$ cat src/rtl/report_dedup_window_unit_macros.svh
// Assertion macros shared by the report dedup window RTL.
`ifndef REPORT_DEDUP_WINDOW_UNIT_MACROS_SVH
`define REPORT_DEDUP_WINDOW_UNIT_MACROS_SVH

// Check a property on every clock edge outside reset.
`define RDW_ASSERT(label, prop, msg) \
  label: assert property (@(posedge clk_i) disable iff (!rst_ni) (prop)) else $error(msg);

// Check that a condition in one cycle leads to another in the next.
`define RDW_ASSERT_NEXT(label, ante, cons, msg) \
  label: assert property (@(posedge clk_i) disable iff (!rst_ni) (ante) |=> (cons)) \
    else $error(msg);

`endif

$ cat src/rtl/rdw_pkg.sv
// Shared constants, types and helper functions of the report dedup window unit.
`default_nettype none

package rdw_pkg;

  // Window geometry
  localparam int SLOTS      = 16;
  localparam int DEPTH      = 8;
  localparam int IDX_W      = (DEPTH > 1) ? $clog2(DEPTH) : 1;
  localparam int FILL_W     = $clog2(DEPTH + 1);
  localparam int SUM_W      = FILL_W + 1;
  localparam int SLOT_W     = 4;
  localparam int SLOT_IDX_W = (SLOTS <= 2) ? 1 : ((SLOTS >= 16) ? SLOT_W : $clog2(SLOTS));
  localparam int MEM_DEPTH  = SLOTS * DEPTH;
  localparam int ADDR_W     = (MEM_DEPTH > 1) ? $clog2(MEM_DEPTH) : 1;

  // Stream widths
  localparam int CMD_W        = 2;
  localparam int OUTCOME_W    = 3;
  localparam int OUT_FILL_W   = 4;
  localparam int IN_TDATA_W   = 72;
  localparam int OUT_TDATA_W  = 8;

  typedef enum logic [CMD_W-1:0] {
    CMD_REPORT     = 2'd0,
    CMD_CLEAR_SLOT = 2'd1,
    CMD_CLEAR_ALL  = 2'd2
  } cmd_e;

  typedef enum logic [OUTCOME_W-1:0] {
    OUT_NEW_ACCEPTED     = 3'd0,
    OUT_RETRY            = 3'd1,
    OUT_CONFLICT         = 3'd2,
    OUT_NEW_REFUSED      = 3'd3,
    OUT_UNKNOWN_FORWARD  = 3'd4,
    OUT_UNKNOWN_REFUSED  = 3'd5,
    OUT_CLEARED          = 3'd6
  } outcome_e;

  // Class of the transaction held in the datapath
  typedef enum logic [1:0] {
    CLS_NONE  = 2'd0,
    CLS_CLEAR = 2'd1,
    CLS_SCAN  = 2'd2,
    CLS_PASS  = 2'd3
  } cls_e;

  typedef enum logic [1:0] {
    V_ABSENT   = 2'd0,
    V_RETRY    = 2'd1,
    V_CONFLICT = 2'd2
  } verdict_e;

  typedef struct packed {
    logic [31:0] event_value;
    logic [7:0]  evt_kind;
    logic [7:0]  src_ep;
    logic [15:0] msg_id;
  } fp_t;

  // Controller to datapath commands
  typedef struct packed {
    logic load;
    logic start_scan;
    logic scan;
    logic publish;
  } ctrl_cmd_t;

  // Datapath to controller status
  typedef struct packed {
    cls_e cls;
    logic scan_done;
  } dp_sts_t;

  // Advance a window position by an offset, wrapping at DEPTH.
  function automatic logic [IDX_W-1:0] wrap_idx(input logic [IDX_W-1:0]  base,
                                                input logic [FILL_W-1:0] off);
    logic [SUM_W-1:0] sum;
    sum = SUM_W'(base) + SUM_W'(off);
    if (sum >= SUM_W'(DEPTH)) begin
      sum = sum - SUM_W'(DEPTH);
    end
    return sum[IDX_W-1:0];
  endfunction

endpackage

`default_nettype wire

$ cat src/rtl/rdw_ctrl.sv
// Controller state machine of the report dedup window unit.
`default_nettype none
`include "report_dedup_window_unit_macros.svh"

module rdw_ctrl (
  input  wire logic               clk_i,
  input  wire logic               rst_ni,
  input  wire logic               in_tvalid_i,
  output logic                    in_tready_o,
  output logic                    out_tvalid_o,
  input  wire logic               out_tready_i,
  input  wire rdw_pkg::dp_sts_t   sts_i,
  output rdw_pkg::ctrl_cmd_t      cmd_o
);

  typedef enum logic [3:0] {
    ST_IDLE   = 4'b0001,
    ST_DECODE = 4'b0010,
    ST_SCAN   = 4'b0100,
    ST_RESULT = 4'b1000
  } state_e;

  state_e state_q, state_d;
  logic   out_valid_q, out_valid_d;
  logic   out_free;

  assign in_tready_o  = (state_q == ST_IDLE);
  assign out_tvalid_o = out_valid_q;
  assign out_free     = !out_valid_q || out_tready_i;

  // Sequence one transaction: take, classify, scan when needed, publish if it has a result
  always_comb begin
    state_d = state_q;
    cmd_o   = '0;
    unique case (state_q)
      ST_IDLE: begin
        if (in_tvalid_i) begin
          cmd_o.load = 1'b1;
          state_d    = ST_DECODE;
        end
      end
      ST_DECODE: begin
        unique case (sts_i.cls)
          rdw_pkg::CLS_NONE: state_d = ST_IDLE;
          rdw_pkg::CLS_SCAN: begin
            cmd_o.start_scan = 1'b1;
            state_d          = ST_SCAN;
          end
          default: state_d = ST_RESULT;
        endcase
      end
      ST_SCAN: begin
        cmd_o.scan = 1'b1;
        if (sts_i.scan_done) begin
          state_d = ST_RESULT;
        end
      end
      ST_RESULT: begin
        if (out_free) begin
          cmd_o.publish = 1'b1;
          state_d       = ST_IDLE;
        end
      end
      default: state_d = ST_IDLE;
    endcase
  end

  // Hold the result until the sink takes it
  always_comb begin
    out_valid_d = out_valid_q;
    if (cmd_o.publish) begin
      out_valid_d = 1'b1;
    end else if (out_tready_i) begin
      out_valid_d = 1'b0;
    end
  end

  always_ff @(posedge clk_i or negedge rst_ni) begin
    if (!rst_ni) begin
      state_q     <= ST_IDLE;
      out_valid_q <= 1'b0;
    end else begin
      state_q     <= state_d;
      out_valid_q <= out_valid_d;
    end
  end

  `RDW_ASSERT(a_publish_safe, cmd_o.publish |-> (!out_valid_q || out_tready_i), "result overwritten")
  `RDW_ASSERT_NEXT(a_take_decode, in_tvalid_i && in_tready_o, state_q == ST_DECODE, "no decode after take")
  `RDW_ASSERT_NEXT(a_scan_exit, state_q == ST_SCAN && sts_i.scan_done, state_q == ST_RESULT, "scan did not end")

endmodule

`default_nettype wire

$ cat config.mk
export PLATFORM = sky130hd
export DESIGN_NAME = rdw_ctrl
export DESIGN_NICKNAME = d
export VERILOG_FILES = /design/src/rtl/rdw_pkg.sv /design/src/rtl/rdw_ctrl.sv
export VERILOG_INCLUDE_DIRS = /design/src /design/src/rtl
export SDC_FILE = /design/constraint.sdc
export NUM_CORES = 1
export LEC_CHECK = 0
export BUFFER_PORTS_ARGS = -buffer_cell sky130_fd_sc_hd__clkbuf_2
export CORE_AREA = 2 2 39 41
export DETAILED_ROUTE_END_ITERATION = 10
export DIE_AREA = 0 0 41 43
export PLACE_DENSITY_LB_ADDON = 0.15
export SYNTH_ARGS = -nofsm -noshare
export SYNTH_HDL_FRONTEND = slang
export SYNTH_SLANG_ARGS = --single-unit
$ cat constraint.sdc
create_clock -name clk_i -period 1.75 [get_ports clk_i]
set_input_delay 0.4375 -clock clk_i [delete_from_list [all_inputs] [get_ports clk_i]]
set_output_delay 0.4375 -clock clk_i [all_outputs]
set_load 0.05 [all_outputs]
Word level (Yosys, flattened, before mapping) --
Cells that the tools add are included.
Operators by class: muxes and demuxes 14, reductions and logical operators 5, equal/unequal tests 8
Operators by type and width (count):
- case mux 4 bit (4 select lines) | 1
- 2-to-1 mux 4 bit | 3
- 2-to-1 mux 1 bit | 9
- case mux 4 bit (2 select lines) | 1
- inequality test 2 bit, second input constant | 3
- equality test 4 x 1 -> 1 bit, second input constant | 1
- equality test 4 x 2 -> 1 bit, second input constant | 1
- equality test 4 x 3 -> 1 bit, second input constant | 1
- equality test 4 bit, second input constant | 1
- AND reduction 3 bit | 1
- equality test 2 bit, second input constant | 1
- zero test 2 bit | 1
- nonzero test 2 bit | 1
- zero test 1 bit | 1
- logical OR 1 bit | 1
Word-level totals: input port bits 7, word-level logic and storage cells 29, output and inout port bits 6, bits in registers 5

Longest topological paths before layout --
word-level depth 5, depth in mapped cells 5, gate-level depth less buffers 4

Least setup slack after synthesis --
OpenSTA, ideal clock, no wires.
path kind reg2out, start reg state_q[0], end out cmd_o[3] (netlist bit), buffers on the path 0, arrival time 2.330 ns, data required time 1.312 ns, setup slack -1.018 ns, cell stages (with the launch flop) 4, cell sequence dfstp_2 -> nand2b_1 -> nor3_1 -> and2_1
RTL lines:
- start: declaration | line rdw_ctrl.sv:23 | state_e state_q, state_d;
- start signal: assignment | line rdw_ctrl.sv:83 | state_q <= state_d;
- end: declaration | line rdw_ctrl.sv:13 | output rdw_pkg::ctrl_cmd_t cmd_o

==> parameters.txt <==
Parameter                              Value

Status
  Run status    finished, violations left
  Violations in the final reports    negative setup slack

Power and ir drop
  Final Power    roughly 0.91 mW
  Leak pwr    around 0.3 nW
  Worst VDD drop    ~0.8 mV
  Clk network pwr share    approximately 14%
  PD cells    around 1400 nW/µm²
  Reported net switching power    0.359 mW
  Logic pwr share    between 60 and 70%
  Internal power    roughly 0.55 mW
  Proportion of power drawn by flip-flops and latches    around 18%
  Switching Share    39.7%

Critical path
  Register-to-register path setup slack    between 0.3 and 0.4 ns
  CP max-delay cell    or4b_4
  Crit-path cells    or4b_4, and2b_1, buf_8
  FF-to-FF path depth    5
  Top Family by Delay on Critical Path    simple AND/OR/NAND/NOR gates
  Worst path arrival time    1.53 ns
  Longest individual stage delay on the worst path    between 0.5 and 0.6 ns
  Worst Setup End Kind    output port
  Startpoint Class    flop
  Crit path required time    ~1.3 ns
  Combined buffer and inverter count along the critical path    1
  Type of the setup path with the least slack    flop to output port
  Crit Path Max Fanout    3
  Critical R2R Launch    state_q[1]
  R2r endpoint    state_q[3]

Layout
  Number of antenna cells inserted    0
  Relative area change from synthesis to final layout    96.9%
  Final std cells w/o fill    79
  Finished Cell Area    approximately 630 µm²
  Number of nets in the final layout    a little over 70
  Fraction of final layout cells sized beyond drive strength 1    about 59%

Placed design
  Count of buffers inserted at the top-level ports    12
  Count of placed standard cells including taps    69
  Dpl cell area    443 µm²
  Estimated wirelength of the detail-placed design    584 µm
  Placer's final routability congestion estimate    roughly 0.7

Clocking
  Insertion delay to the later sink of the worst-skew pair    0.24 ns
  Buffers from clock root to sink, at most    2
  Clock tree from TritonCTS    yes
  Clock Pin Slew Worst Setup and Hold Paths    ~0.040 ns
  TritonCTS sink count    5
  Root cell of the clock tree    clkbuf_4
  CTS buffer count    3
  CTS H-tree lvls    1

Floorplan
  Die Footprint    between 1500 and 2000 µm²
  Die Width    just over 40 µm
  Site Rows    14
  Initial cell density of the core    23.1%
  Die H    about 43 µm
  Placeable core region    between 1000 and 1500 µm²
  Boundary Pins    13

Logic synthesis
  Count of synthesis-stage warnings from yosys    0
  EDFF count, synth    0
  Post-synth top flop    dfrtp_1
  Register area share after synthesis    39.6%
  Proportion of register bits with asynchronous set or reset after synthesis    100%
  Post-Synthesis Mean Instance Area    about 8.6 µm²
  Flip-flop and latch count after synthesis    5
  Syn_nets    44
  Synthesized instance count    37
  Post-synth cell types    21
  Cell area after synthesis    approximately 320 µm²

Route
  First DRT Iteration DRCs    4
  Per-cell via count in the routed design    4.34
  Total vias in the final route    343
  Antenna Nets Post-Route    0
  Count of TritonRoute iterations in the first routing pass    4
  Drc violations    0
  Average wire per standard cell    approximately 11 µm
  Total length of routed wires    approximately 880 µm

Timing
  Fin worst setup slack    -0.220 ns
  Largest clock skew in the final design    roughly 0.00031 ns
  Final number of hold-violating endpoints    0
  Transition time of the tightest slew-check pin    0.274 ns
  Tightest slew margin relative to the limit    between 80% and 90%
  Number of setup violations in the final report    4
  Portion of the clock cycle consumed by the worst path in the final layout    113%
  Maximum clock frequency    just over 0.5 GHz
  Clock period minus worst slack    1.97 ns
  Post-route setup TNS    -0.407 ns
  RSZ-0062 raised after global routing    true
  Number of max-slew violations in the final report    0

GRT
  Via count of the first global-routing pass    about 320
  First-pass GRT wire length    roughly 1.4 mm
  Global routing usage summed across all routing layers    ~12%
  Total grt overflow    0
  Number of antenna violations at the first check in global routing    0
  Largest net degree at the start of global routing    10

Min path
  Launch point of the worst hold path    in_tvalid_i
  Cells on Worst Hold Path    2
  Endpoint of the worst hold-timing path    state_q[1]
  Min-Delay Path Class    input pin to flop

Flow run
  Number of violations of the max-capacitance limit    0
-- how the worst max path moves through the flow --
stage               startpoint  cells after the start       end  slack, ns
floorplan           state_q[0]                      3  cmd_o[3]      -0.21
global placement    state_q[1]                      3  cmd_o[0]      -0.04
detailed placement  state_q[1]                      3  cmd_o[0]      -0.06
CTS                 state_q[0]                      3  cmd_o[0]      -0.24
global route        state_q[1]                      3  cmd_o[0]      -0.27
finish              state_q[1]                      3  cmd_o[0]      -0.22
-- flip-flops by register name, indices dropped and copies added (netlist names) --
signal and count:
out_tvalid_o 1, state_q 4
-- cell type report --
type,count,area [µm²]
repair buffers,24,218
well taps,16,20.0
clock buffers,4,26.3
fillers,149,756
flip-flops and latches,5,126
inverters,1,3.75
multi-input cells,29,234
-- layout by cell type (no fill, tap or decap) --
cell	synthesis	routed
clkbuf_2	0	7
buf_4	1	7
buf_8	0	5
dfrtp_1	4	4
buf_6	1	4
nor2_1	4	3
a21oi_1	3	3
clkbuf_4	0	3
nand2b_4	0	2
nor3_4	0	2
nand2b_1	4	2
nand2_1	2	2
or4b_4	1	1
and2b_1	1	1
nor2_4	0	1
nor3b_4	0	1
and3_4	0	1
and2_4	0	1
and2_1	2	1
inv_1	1	1
nor2_2	1	1
nor3b_1	2	1
or3_1	1	1
o21ai_0	1	1
a31oi_1	1	1
o22ai_1	1	1
nand3b_1	1	1
nor3_1	3	1
clkbuf_1	0	1
dlygate4sd3_1	0	1
dfstp_2	1	1
-- power groups by stage --
stage               sequential (mW)  clock, mW  combinational [mW]
finish                        0.166      0.130               0.609
global route                  0.170      0.152               0.646
CTS                           0.165      0.136               0.454
detailed placement            0.166          0               0.382
global placement              0.163          0               0.387
floorplan                     0.188          0               0.248
-- synth_stat cells (2+ instances only) --
library cell,number,area share [%]
dfrtp_1,4,31
nor3_1,3,4.7
nor3b_1,2,4.7
and2_1,2,3.9
nor2_1,4,4.7
nand2b_1,4,7.8
nand2_1,2,2.4
a21oi_1,3,4.7
-- kinds of logic (layout without fill, tap and decap cells) --
family	after synthesis	after routing	synth area share [%]
compound gates	6	6	10.2
buf+inv	3	29	7.06
flops	5	5	39.6
simple gates	23	23	43.1
-- layer usage --
metal  part of all wire, %  global-route usage [%]
met1                    41                    16.4
met3                   3.3                    1.57
met5                     0                       0
met4                     0                    12.0
met2                    56                    15.0
-- timing repair --
| item | 4_1_cts | 5_1_grt |
|---|---|---|
| hold buffers | 0 | 1 |
| setup endpoints to repair | 5 | 5 |
| buffers inserted | 1 | 6 |
| pin swaps | 3 | 4 |
| endpoints found under the hold margin | 0 | 4 |
| resized for setup | 14 | 14 |
-- worst register-to-register path: stages, from the launching register on --
cell	delay, ns
dfrtp_1	0.37
or4b_4	0.54
buf_4	0.15
nor2_2	0.10
a21oi_1	0.05
a21oi_1	0.14
-- metrics by stage --
step	utilization, %	hold WS, ns	setup slack (ns)
final	45.4	0.463	-0.220
after global routing	45.4	0.465	-0.266
after CTS	38.8	0.00132	-0.235
after detailed placement	32.0	0.259	-0.0577
after global placement	32.0	0.259	-0.0393
after floorplan	-	0.142	-0.215
(Power assumes the default switching activity.)
